==> src/maft_pkg.sv <==
// Shared types, codes and helpers for the masked address filter table.
package maft_pkg;

  localparam int MAX_ENTRIES_DEF = 64;

  localparam logic [31:0] ALL_ONES   = 32'hFFFF_FFFF;
  localparam logic [7:0]  OCTET_FULL = 8'hFF;

  typedef enum logic [1:0] {
    REQ_MATCH  = 2'd0,
    REQ_ADD    = 2'd1,
    REQ_REMOVE = 2'd2,
    REQ_IGNORE = 2'd3
  } req_t;

  typedef enum logic [1:0] {
    STAT_OK        = 2'd0,
    STAT_FULL      = 2'd1,
    STAT_NOT_FOUND = 2'd2
  } status_t;

  typedef enum logic [1:0] {
    S_IDLE,
    S_SCAN,
    S_SHIFT,
    S_DONE
  } fsm_t;

  typedef struct packed {
    logic load;
    logic scan;
    logic shift_start;
    logic shift;
    logic add_commit;
    logic remove_commit;
  } dp_cmd_t;

  typedef struct packed {
    req_t req;
    logic hit;
    logic scan_end;
    logic full;
  } dp_sts_t;

  function automatic logic [31:0] pattern_mask(input logic [31:0] addr);
    logic [31:0] m;
    m = '0;
    for (int k = 0; k < 4; k++) begin
      if (addr[8*k +: 8] != 8'd0) begin
        m[8*k +: 8] = OCTET_FULL;
      end
    end
    return m;
  endfunction

endpackage

==> src/maft_dp.sv <==
// Datapath: pattern memory, entry count, scan pipeline and shift-down logic.
module maft_dp import maft_pkg::*; #(
  parameter int MAX_ENTRIES = MAX_ENTRIES_DEF
) (
  input  logic        clk,
  input  logic        rst_n,
  input  logic [1:0]  in_req_type,
  input  logic [31:0] in_ip_address,
  input  dp_cmd_t     cmd,
  output dp_sts_t     sts
);

  localparam int AW = (MAX_ENTRIES > 1) ? $clog2(MAX_ENTRIES) : 1;
  localparam int CW = $clog2(MAX_ENTRIES + 1);
  localparam logic [CW-1:0] MAX_CNT = CW'(MAX_ENTRIES);
  localparam logic [CW-1:0] ONE_CNT = CW'(1);

  logic [31:0]   entry_compare_r [MAX_ENTRIES];

  req_t          req_r;
  logic [31:0]   addr_r;
  logic [CW-1:0] count_r, count_nxt;
  logic [CW-1:0] idx_r, idx_nxt;
  logic          chk_vld_r, chk_vld_nxt;
  logic [CW-1:0] chk_idx_r;
  logic [31:0]   rd_data_r;

  logic          rd_en;
  logic          hit_cond;
  logic          wr_en;
  logic [AW-1:0] wr_addr;
  logic [31:0]   wr_data;
  logic [CW-1:0] prev_idx;

  assign rd_en    = (cmd.scan || cmd.shift) && (idx_r < count_r);
  assign prev_idx = chk_idx_r - ONE_CNT;

  always_comb begin
    case (req_r)
      REQ_MATCH:  hit_cond = (addr_r & pattern_mask(rd_data_r)) == rd_data_r;
      REQ_ADD:    hit_cond = rd_data_r == ALL_ONES;
      REQ_REMOVE: hit_cond = rd_data_r == addr_r;
      default:    hit_cond = 1'b0;
    endcase
  end

  assign sts.req      = req_r;
  assign sts.hit      = chk_vld_r && hit_cond;
  assign sts.scan_end = !chk_vld_r && (idx_r >= count_r);
  assign sts.full     = count_r == MAX_CNT;

  always_comb begin
    idx_nxt     = idx_r;
    chk_vld_nxt = 1'b0;
    count_nxt   = count_r;
    if (cmd.load) begin
      idx_nxt = '0;
    end else if (cmd.shift_start) begin
      idx_nxt = chk_idx_r + ONE_CNT;
    end else if (rd_en) begin
      idx_nxt     = idx_r + ONE_CNT;
      chk_vld_nxt = 1'b1;
    end
    if (cmd.add_commit && !sts.hit && !sts.full) begin
      count_nxt = count_r + ONE_CNT;
    end else if (cmd.remove_commit) begin
      count_nxt = count_r - ONE_CNT;
    end
  end

  always_comb begin
    wr_en   = 1'b0;
    wr_addr = chk_idx_r[AW-1:0];
    wr_data = addr_r;
    if (cmd.add_commit) begin
      if (sts.hit) begin
        wr_en = 1'b1;
      end else if (!sts.full) begin
        wr_en   = 1'b1;
        wr_addr = count_r[AW-1:0];
      end
    end else if (cmd.shift && chk_vld_r) begin
      wr_en   = 1'b1;
      wr_addr = prev_idx[AW-1:0];
      wr_data = rd_data_r;
    end
  end

  always_ff @(posedge clk) begin
    if (wr_en) begin
      entry_compare_r[wr_addr] <= wr_data;
    end
    if (rd_en) begin
      rd_data_r <= entry_compare_r[idx_r[AW-1:0]];
      chk_idx_r <= idx_r;
    end
  end

  always_ff @(posedge clk) begin
    if (cmd.load) begin
      req_r  <= req_t'(in_req_type);
      addr_r <= in_ip_address;
    end
  end

  always_ff @(posedge clk) begin
    if (!rst_n) begin
      count_r   <= '0;
      idx_r     <= '0;
      chk_vld_r <= 1'b0;
    end else begin
      count_r   <= count_nxt;
      idx_r     <= idx_nxt;
      chk_vld_r <= chk_vld_nxt;
    end
  end

endmodule

==> src/maft_ctrl.sv <==
// Controller: request sequencing, configuration register and result register.
module maft_ctrl import maft_pkg::*; (
  input  logic    clk,
  input  logic    rst_n,
  input  logic    cfg_we,
  input  logic    cfg_ban_on_match,
  input  logic    in_valid,
  output logic    in_stall,
  output logic    out_valid,
  input  logic    out_stall,
  output logic    out_drop,
  output logic [1:0] out_status,
  input  dp_sts_t sts,
  output dp_cmd_t cmd
);

  fsm_t    state_r, state_nxt;
  logic    ban_r;
  logic    res_drop_r, res_drop_nxt;
  status_t res_status_r, res_status_nxt;
  logic    out_valid_r, out_valid_nxt;
  logic    out_drop_r;
  status_t out_status_r;
  logic    out_free;
  logic    out_load;

  assign out_free = !out_valid_r || !out_stall;
  assign in_stall = state_r != S_IDLE;

  always_comb begin
    state_nxt = state_r;
    case (state_r)
      S_IDLE: begin
        if (in_valid) begin
          state_nxt = S_SCAN;
        end
      end
      S_SCAN: begin
        case (sts.req)
          REQ_MATCH, REQ_ADD: begin
            if (sts.hit || sts.scan_end) begin
              state_nxt = S_DONE;
            end
          end
          REQ_REMOVE: begin
            if (sts.hit) begin
              state_nxt = S_SHIFT;
            end else if (sts.scan_end) begin
              state_nxt = S_DONE;
            end
          end
          default: state_nxt = S_DONE;
        endcase
      end
      S_SHIFT: begin
        if (sts.scan_end) begin
          state_nxt = S_DONE;
        end
      end
      S_DONE: begin
        if (out_free) begin
          state_nxt = S_IDLE;
        end
      end
      default: state_nxt = S_IDLE;
    endcase
  end

  always_comb begin
    cmd            = '0;
    res_drop_nxt   = res_drop_r;
    res_status_nxt = res_status_r;
    out_load       = 1'b0;
    case (state_r)
      S_IDLE: begin
        cmd.load = in_valid;
      end
      S_SCAN: begin
        cmd.scan       = 1'b1;
        res_drop_nxt   = 1'b0;
        res_status_nxt = STAT_OK;
        case (sts.req)
          REQ_MATCH: begin
            res_drop_nxt = ~(sts.hit ^ ban_r);
          end
          REQ_ADD: begin
            cmd.add_commit = sts.hit || sts.scan_end;
            if (!sts.hit && sts.full) begin
              res_status_nxt = STAT_FULL;
            end
          end
          REQ_REMOVE: begin
            if (sts.hit) begin
              cmd.scan        = 1'b0;
              cmd.shift_start = 1'b1;
            end else begin
              res_status_nxt = STAT_NOT_FOUND;
            end
          end
          default: begin
            cmd.scan = 1'b0;
          end
        endcase
      end
      S_SHIFT: begin
        cmd.shift          = 1'b1;
        cmd.remove_commit  = sts.scan_end;
        res_status_nxt     = STAT_OK;
      end
      S_DONE: begin
        out_load = out_free;
      end
      default: begin
        out_load = 1'b0;
      end
    endcase
  end

  always_comb begin
    out_valid_nxt = out_valid_r;
    if (out_load) begin
      out_valid_nxt = 1'b1;
    end else if (out_valid_r && !out_stall) begin
      out_valid_nxt = 1'b0;
    end
  end

  always_ff @(posedge clk) begin
    res_drop_r   <= res_drop_nxt;
    res_status_r <= res_status_nxt;
    if (out_load) begin
      out_drop_r   <= res_drop_r;
      out_status_r <= res_status_r;
    end
  end

  always_ff @(posedge clk) begin
    if (!rst_n) begin
      state_r     <= S_IDLE;
      out_valid_r <= 1'b0;
      ban_r       <= 1'b1;
    end else begin
      state_r     <= state_nxt;
      out_valid_r <= out_valid_nxt;
      if (cfg_we) begin
        ban_r <= cfg_ban_on_match;
      end
    end
  end

  assign out_valid  = out_valid_r;
  assign out_drop   = out_drop_r;
  assign out_status = out_status_r;

endmodule

==> src/masked_address_filter_table_core.sv <==
// Top level of the masked IPv4 address filter table.
//
//   channel | ports                                  | transfer when
//   --------+----------------------------------------+-------------------------
//   cfg     | cfg_we, cfg_ban_on_match               | cfg_we high
//   in      | in_valid, in_stall, in_req_type,       | in_valid && !in_stall
//           | in_ip_address                          |
//   out     | out_valid, out_stall, out_drop,        | out_valid && !out_stall
//           | out_status                             |
//
// One request at a time; the single memory read port scans one entry per cycle.
// Match and add stop at the first hit or at the end of the table; remove scans
// up to the hit and then shifts the later entries down one place.
// Synchronous active-low reset empties the table and sets ban_on_match; no
// clearing pass. A new request is taken while a result waits in the output
// register; the next result waits in its final state while out_stall is high.
module masked_address_filter_table_core import maft_pkg::*; #(
  parameter int MAX_ENTRIES = MAX_ENTRIES_DEF
) (
  input  logic        clk,
  input  logic        rst_n,
  input  logic        cfg_we,
  input  logic        cfg_ban_on_match,
  input  logic        in_valid,
  output logic        in_stall,
  input  logic [1:0]  in_req_type,
  input  logic [31:0] in_ip_address,
  output logic        out_valid,
  input  logic        out_stall,
  output logic        out_drop,
  output logic [1:0]  out_status
);

  dp_cmd_t cmd;
  dp_sts_t sts;

  maft_ctrl u_ctrl (
    .clk              (clk),
    .rst_n            (rst_n),
    .cfg_we           (cfg_we),
    .cfg_ban_on_match (cfg_ban_on_match),
    .in_valid         (in_valid),
    .in_stall         (in_stall),
    .out_valid        (out_valid),
    .out_stall        (out_stall),
    .out_drop         (out_drop),
    .out_status       (out_status),
    .sts              (sts),
    .cmd              (cmd)
  );

  maft_dp #(
    .MAX_ENTRIES (MAX_ENTRIES)
  ) u_dp (
    .clk           (clk),
    .rst_n         (rst_n),
    .in_req_type   (in_req_type),
    .in_ip_address (in_ip_address),
    .cmd           (cmd),
    .sts           (sts)
  );

endmodule

==> config.mk <==
export PLATFORM = sky130hd
export DESIGN_NAME = masked_address_filter_table_core
export DESIGN_NICKNAME = d
export VERILOG_FILES = /design/src/maft_pkg.sv /design/src/maft_dp.sv /design/src/maft_ctrl.sv /design/src/masked_address_filter_table_core.sv
export SDC_FILE = /design/constraint.sdc
export NUM_CORES = 2
export LEC_CHECK = 0
export ABC_AREA = 1
export ABC_CLOCK_PERIOD_IN_PS = 8400
export BUFFER_PORTS_ARGS = -buffer_cell sky130_fd_sc_hd__clkbuf_2
export CORE_MARGIN = 2
export CORE_UTILIZATION = 60
export CTS_CLUSTER_SIZE = 30
export DETAILED_ROUTE_END_ITERATION = 8
export PLACE_DENSITY = 0.76
export SLEW_MARGIN = 20
export SYNTH_ARGS = -nofsm -noshare
export SYNTH_HDL_FRONTEND = slang
export SYNTH_SLANG_ARGS = --single-unit
export TNS_END_PERCENT = 1
==> constraint.sdc <==
create_clock -name clk -period 8.4 [get_ports clk]
set_input_delay 0.42 -clock clk [delete_from_list [all_inputs] [get_ports clk]]
set_output_delay 0.42 -clock clk [all_outputs]
set_load 0.02 [all_outputs]
# == After elaboration in Yosys (flattened, before gate mapping) ==
# Memory sizes are Yosys's and may differ from the RTL's. A register that Yosys moved wholly into a read port is not among the register bits.
# Index checks and enable logic that the tools add are counted.
# word_totals
memories,1
mem_bits_rw,2048
elab_cells,117
ff_bits,66
# op_classes
magnitude_cmp,2
reduce_logical,31
eq_ne,12
add_sub_neg,5
muxes,49
bitwise,4
# memory_table
name,words,width,read_ports,rd_ports_with_merged_regs,write_ports,line_no,source
u_dp.entry_compare_r,64,32,1,1,1,maft_dp.sv:18,logic [31:0] entry_compare_r [MAX_ENTRIES];
# ops
cell,n
$eq 32x32->1,2
$mux 32,2
$mux 8,8
$and 32x32->32,1
$eq 32x32->1 const B,1
$reduce_bool 8->1,4
$mux 7,4
$mux 6,4
$add 7x1->7 const B,3
$mux 1,17
$mux 2,8
$pmux 2 s2,3
$reduce_bool 2->1,5
$logic_and 1x1->1,8
$pmux 2 s4,1
$eq 7x7->1 const B,1
$ge 7x7->1,1
$lt 7x7->1,1
$sub 7x1->7 const B,1
$eq 2x2->1 const B,3
$sub 6x1->6 const B,1
$logic_not 1->1,5
$eq 2x1->1 const B,2
$logic_not 2->1,2
other kinds (11),15

# == Logic depth before layout (Yosys ltp) ==
# logic_depth
ltp_word,14
mapped_depth,32

# == Hierarchy ==
# From an unflattened synthesis, not the netlist that was laid out.
# unflattened
hier_cells,6773
hier_area_um2,85941.2
# by_module_without_submodules
mod,cells_each,area_per_inst_um2,n_inst,seq_area_each_um2
maft_dp,6691,85296.8,1,63991.4
maft_ctrl,82,644.4,1,260.2

# == Worst setup path before layout ==
# Ideal clock, no wire load.
# synth_timing
kind,register to register
start,register u_dp.idx_r[0]
end,memory u_dp.entry_compare_r[0][10] (data pin)
required_ps,7698
path_buffers,6
t_arrival_ps,5320
stages_incl_launch_ff,18
setup_slack_ps,2378
setup_ps,702
cell_sequence,dfxtp_1 -> buf_2 -> clkinv_1 -> clkbuf_1 -> clkbuf_1 -> clkbuf_1 -> ha_1 -> o21a_1 -> o221ai_1 -> a21oi_1 -> o21ai_0 -> nand2_1 -> nand2_1 -> nand2_2 -> nand3_1 -> buf_2 -> clkbuf_1 -> o21ai_0
# synth_via
elab_chain_cells,6
# synth_lines
item,line_no,source
"start, declared",maft_dp.sv:23,"logic [CW-1:0] idx_r, idx_nxt;"
"start signal, assigned",maft_dp.sv:113,idx_r <= idx_nxt;
$ge 7x7->1,maft_dp.sv:49,assign sts.scan_end = !chk_vld_r && (idx_r >= count_r);
$logic_and 1x1->1,maft_dp.sv:49,
$logic_or 1x1->1,maft_ctrl.sv:87,cmd.add_commit = sts.hit || sts.scan_end;
$mux 1,maft_ctrl.sv:82,case (sts.req)
$mux 1,maft_ctrl.sv:74,case (state_r)
$mux 32,maft_dp.sv:75,if (cmd.add_commit) begin
via u_dp.wr_data[10],maft_dp.sv:32,logic [31:0] wr_data;
"end, declared",maft_dp.sv:18,
# The timed path passes the listed nets, and every way through them passes these cells.

# == Worst setup path after layout ==
# layout_timing
start,register u_dp.req_r[0]
end,memory u_dp.entry_compare_r[1][31] (enable)
# layout_via
elab_chain_cells,9
# layout_lines
item,line_no,source
"start, declared",maft_dp.sv:20,req_t req_r;
"start signal, assigned",maft_dp.sv:101,req_r <= req_t'(in_req_type);
"$eq 2x2->1, or another cell as far along",maft_dp.sv:39,case (req_r)
$pmux 1 s3,maft_dp.sv:39,
$logic_and 1x1->1,maft_dp.sv:48,assign sts.hit = chk_vld_r && hit_cond;
$logic_or 1x1->1,maft_ctrl.sv:87,
$mux 1,maft_ctrl.sv:82,
$mux 1,maft_ctrl.sv:74,
$mux 1,maft_dp.sv:75,
$mux 1,maft_dp.sv:90,if (wr_en) begin
$mux 1 (not written as such),maft_dp.sv:91,entry_compare_r[wr_addr] <= wr_data;
# Parallel ways exist; a longest one is shown, timed or not.

==> flow_summary.json <==
{
  "hold_depth": 5,
  "first_pass_iters": 6,
  "critPathLaunchType": "register",
  "tns_ns": 0,
  "cts_htree_levels": 4,
  "hpwl_mm": 141,
  "antenna_found_initial": 7,
  "fmax_mhz": 151,
  "clk_pin_slew_ns": 0.06,
  "setup_violations": 0,
  "port_buffers": 44,
  "rsz0062_at_grt": "no",
  "required_ns": 8.91,
  "vias_per_cell": 6.62,
  "ys_async_sr_fraction_pct": 0,
  "track_usage_pct": 33.3,
  "drt-total-wl_mm": 247,
  "period_share_pct": 79.1,
  "clkPwrFrac_pct": 27.7,
  "post-cts-setup-buffers": 0,
  "slowest_delay_ns": 0.88,
  "arrival_ns": 7.15,
  "stdcell_area_mm2": 0.0963,
  "regToRegEndpoint": "u_dp.entry_compare_r[1][31]$_DFFE_PP_",
  "ctsResizeCount": 0,
  "fin_crit_ns": 6.64,
  "grt_overflow_total": 0,
  "clock_path_buffers": 3,
  "switchingPower_uw": 11700,
  "gp_congestion": 0.996,
  "power_density_mw_per_mm2": 328,
  "endpoint_kind": "register",
  "grt_pass1_vias": 54717,
  "synthCells": 6852,
  "ir_worst_vdd_mv": 0.307,
  "syn_to_final_growth_pct": 11.8,
  "crit_family": "simple AND/OR/NAND/NOR gates",
  "path_max_fanout": 29,
  "final-hold-violation-count": 0,
  "fp-row-count": 139,
  "yosysSeqAreaShare_pct": 74.6,
  "tightest_slew_ns": 1.27,
  "ys_warn_count": 0,
  "holdPathEnd": "u_ctrl.state_r[1]$_SDFFE_PN0P_",
  "drc_errors": 0,
  "ys.flop_type": "edfxtp_1",
  "drt-initial-drc-count": 10642,
  "grt_first_pass_wirelength_mm": 360,
  "hp-start": "in_valid",
  "cts-buffers-inserted": 202,
  "die_area_mm2": 0.147,
  "ant_nets": 0,
  "synth_edf_count": 2127,
  "r2r_slack_ns": 1.76,
  "cp_cell_sequence": "inv_1, ha_1, buf_4, inv_1, nand2_1, nand3b_1, nand2_1, inv_1, nand2_1, nor2_1, nand3_1, nor2_4, nand2_4, a21oi_2, nand2_1, nand2_4, nand4_1, nor2_4, buf_4",
  "reg2reg_from": "u_dp.req_r[0]$_DFFE_PP_",
  "post_dp_cell_area_mm2": 0.0892,
  "wire_per_inst_um": 27.8,
  "crit_type": "register to register",
  "leakagePower_uw": 0.0317,
  "fin_hold_ws_ns": 0.237,
  "drive_gt1_share_pct": 8.50,
  "syn_nets": 6916,
  "drv_cap": 0,
  "cpMostUsedCell": "nand2_1",
  "switching_share_pct": 37.1,
  "relSlewSlack_pct": 15.2,
  "hold_path.class": "input pin to register",
  "syn-cell-area_mm2": 0.0862,
  "initial_core_util_pct": 60.2,
  "nets": 6886,
  "synth.avg_cell_area_um2": 12.6,
  "slowest_stage": "nor2_4",
  "intPower_uw": 19900,
  "p_seq_share_pct": 41.1,
  "cts.sinks": 2146,
  "clk-insertion-delay-late_ns": 0.86,
  "path_buf_inv": 5,
  "maxSlewViolCount": 0,
  "root_buffer": "clkbuf_16",
  "skew_ns": 0.0352,
  "num_vias": 58895,
  "grt_max_degree": 220,
  "ys_ff_latch": 2146,
  "r2r_cells": 19,
  "coreArea_mm2": 0.143,
  "ios": 45,
  "p_comb_share_pct": 31.2,
  "ys_types": 45,
  "die_h_um": 383,
  "cts_tree": "yes",
  "dieWidth_um": 383,
  "outcome": "completed"
}
-- per-layer routing --
metal | GRT usage [%] | wire length, µm | up-vias
li1 | - | - | 25325
met1 | 48.0 | 92700 | 28679
met2 | 48.4 | 109000 | 4317
met3 | 8.29 | 34000 | 568
met4 | 15.2 | 11500 | 6
met5 | 0 | 41 | -
-- cells in the final DEF, fill, tap and decap left out, drive strengths merged, types with 44 or more instances in the layout --
cell type     n
a21oi        44
nand2       318
clkbuf      292
clkinv       92
nand3        75
o21ai      1373
edfxtp     2127
buf         148
o22ai       637
nor2       1543
inv         125
-- worst min-delay path, stage by stage --
cell      delay (ns)
clkbuf_2        0.10
o22ai_1         0.12
a31o_2          0.26
nand2_1         0.06
a21oi_1         0.06
-- worst max-delay path by stage --
stage	start	endpoint	slack (ns)	cells past startpoint
after CTS	u_dp.req_r[0]$_DFFE_PP_	u_dp.entry_compare_r[8][25]$_DFFE_PP_	1.88	18
after global placement	u_dp.req_r[0]$_DFFE_PP_	u_dp.entry_compare_r[8][26]$_DFFE_PP_	2.07	18
final	u_dp.req_r[0]$_DFFE_PP_	u_dp.entry_compare_r[1][31]$_DFFE_PP_	1.76	19
after global routing	u_dp.req_r[0]$_DFFE_PP_	u_dp.entry_compare_r[1][24]$_DFFE_PP_	1.49	19
after floorplan	u_dp.idx_r[0]$_SDFFE_PP0P_	u_dp.entry_compare_r[0][10]$_DFFE_PP_	2.38	17
after detailed placement	u_dp.req_r[0]$_DFFE_PP_	u_dp.entry_compare_r[8][27]$_DFFE_PP_	1.89	18
-- power groups by stage --
stage	clock, µW	combinational, µW	sequential [µW]
2_1_floorplan	0	5570	13100
3_3_place_gp	0	9170	13200
3_5_place_dp	0	9380	13200
4_1_cts	8780	9470	13000
5_1_grt	9170	10400	13000
6_report	8750	9860	13000
-- logic make-up after synthesis --
group,Yosys count,share of synthesized area [%]
AOI/OAI and AO/OA,2127,13.6
xor gates and xnor gates,9,0.0915
DFF,2146,74.6
adders and majority gates,24,0.357
and+or+nand+nor,1966,8.83
buffers and inverters,580,2.57
-- state kept, by name, summed over array words and instances (netlist names) --
register              cells
u_ctrl.res_drop_r         1
u_dp.chk_idx_r            7
u_ctrl.ban_r              1
u_ctrl.out_valid          1
u_ctrl.out_drop           1
u_dp.rd_data_r           32
u_ctrl.res_status_r       2
u_dp.addr_r              32
u_dp.count_r              7
u_dp.idx_r                7
u_dp.req_r                2
u_dp.chk_vld_r            1
u_ctrl.state_r            2
u_ctrl.out_status         2
u_dp.entry_compare_r   2048
-- stage by stage --
stage | std cells | power, µW | worst slack, ns | utilization [%]
floorplan | 6852 | 18600 | 2.38 | -
global placement | 8452 | 22400 | 2.07 | 62.1
detailed placement | 8464 | 22600 | 1.89 | 62.3
CTS | 8870 | 31200 | 1.88 | 67.0
global route | 8889 | 32600 | 1.49 | 67.3
finish | 8891 | 31600 | 1.76 | 67.3
-- cell usage after synthesis (17+ instances only) --
cell type	n	area share, %
a21oi_1	43	0.25
buf_1	17	0.074
clkbuf_1	429	1.9
dfxtp_1	19	0.44
edfxtp_1	2127	74
ha_1	23	0.33
inv_1	109	0.47
nand2_1	313	1.4
nand3_1	70	0.41
nor2_1	1538	6.7
o21ai_0	1370	8.0
o21bai_1	21	0.18
o22ai_1	637	4.6
o32ai_1	37	0.38
-- cell type report --
class | count | area (µm²)
Timing Repair Buffer | 230 | 2400
Tap cell | 1903 | 2380
Antenna cell | 2 | 5.00
Multi-Input combinational cell | 4126 | 20500
Clock buffer | 248 | 5290
Inverter | 116 | 460
Sequential cell | 2146 | 64300
Fill cell | 9616 | 46800
Clock inverter | 120 | 986
-- repair_timing --
action	4_1_cts	5_1_grt
endpoints found under the setup margin	0	0
endpoints found under the hold margin	40	0
hold buffers	38	0
No activity file was read; power rests on OpenSTA's default activity.
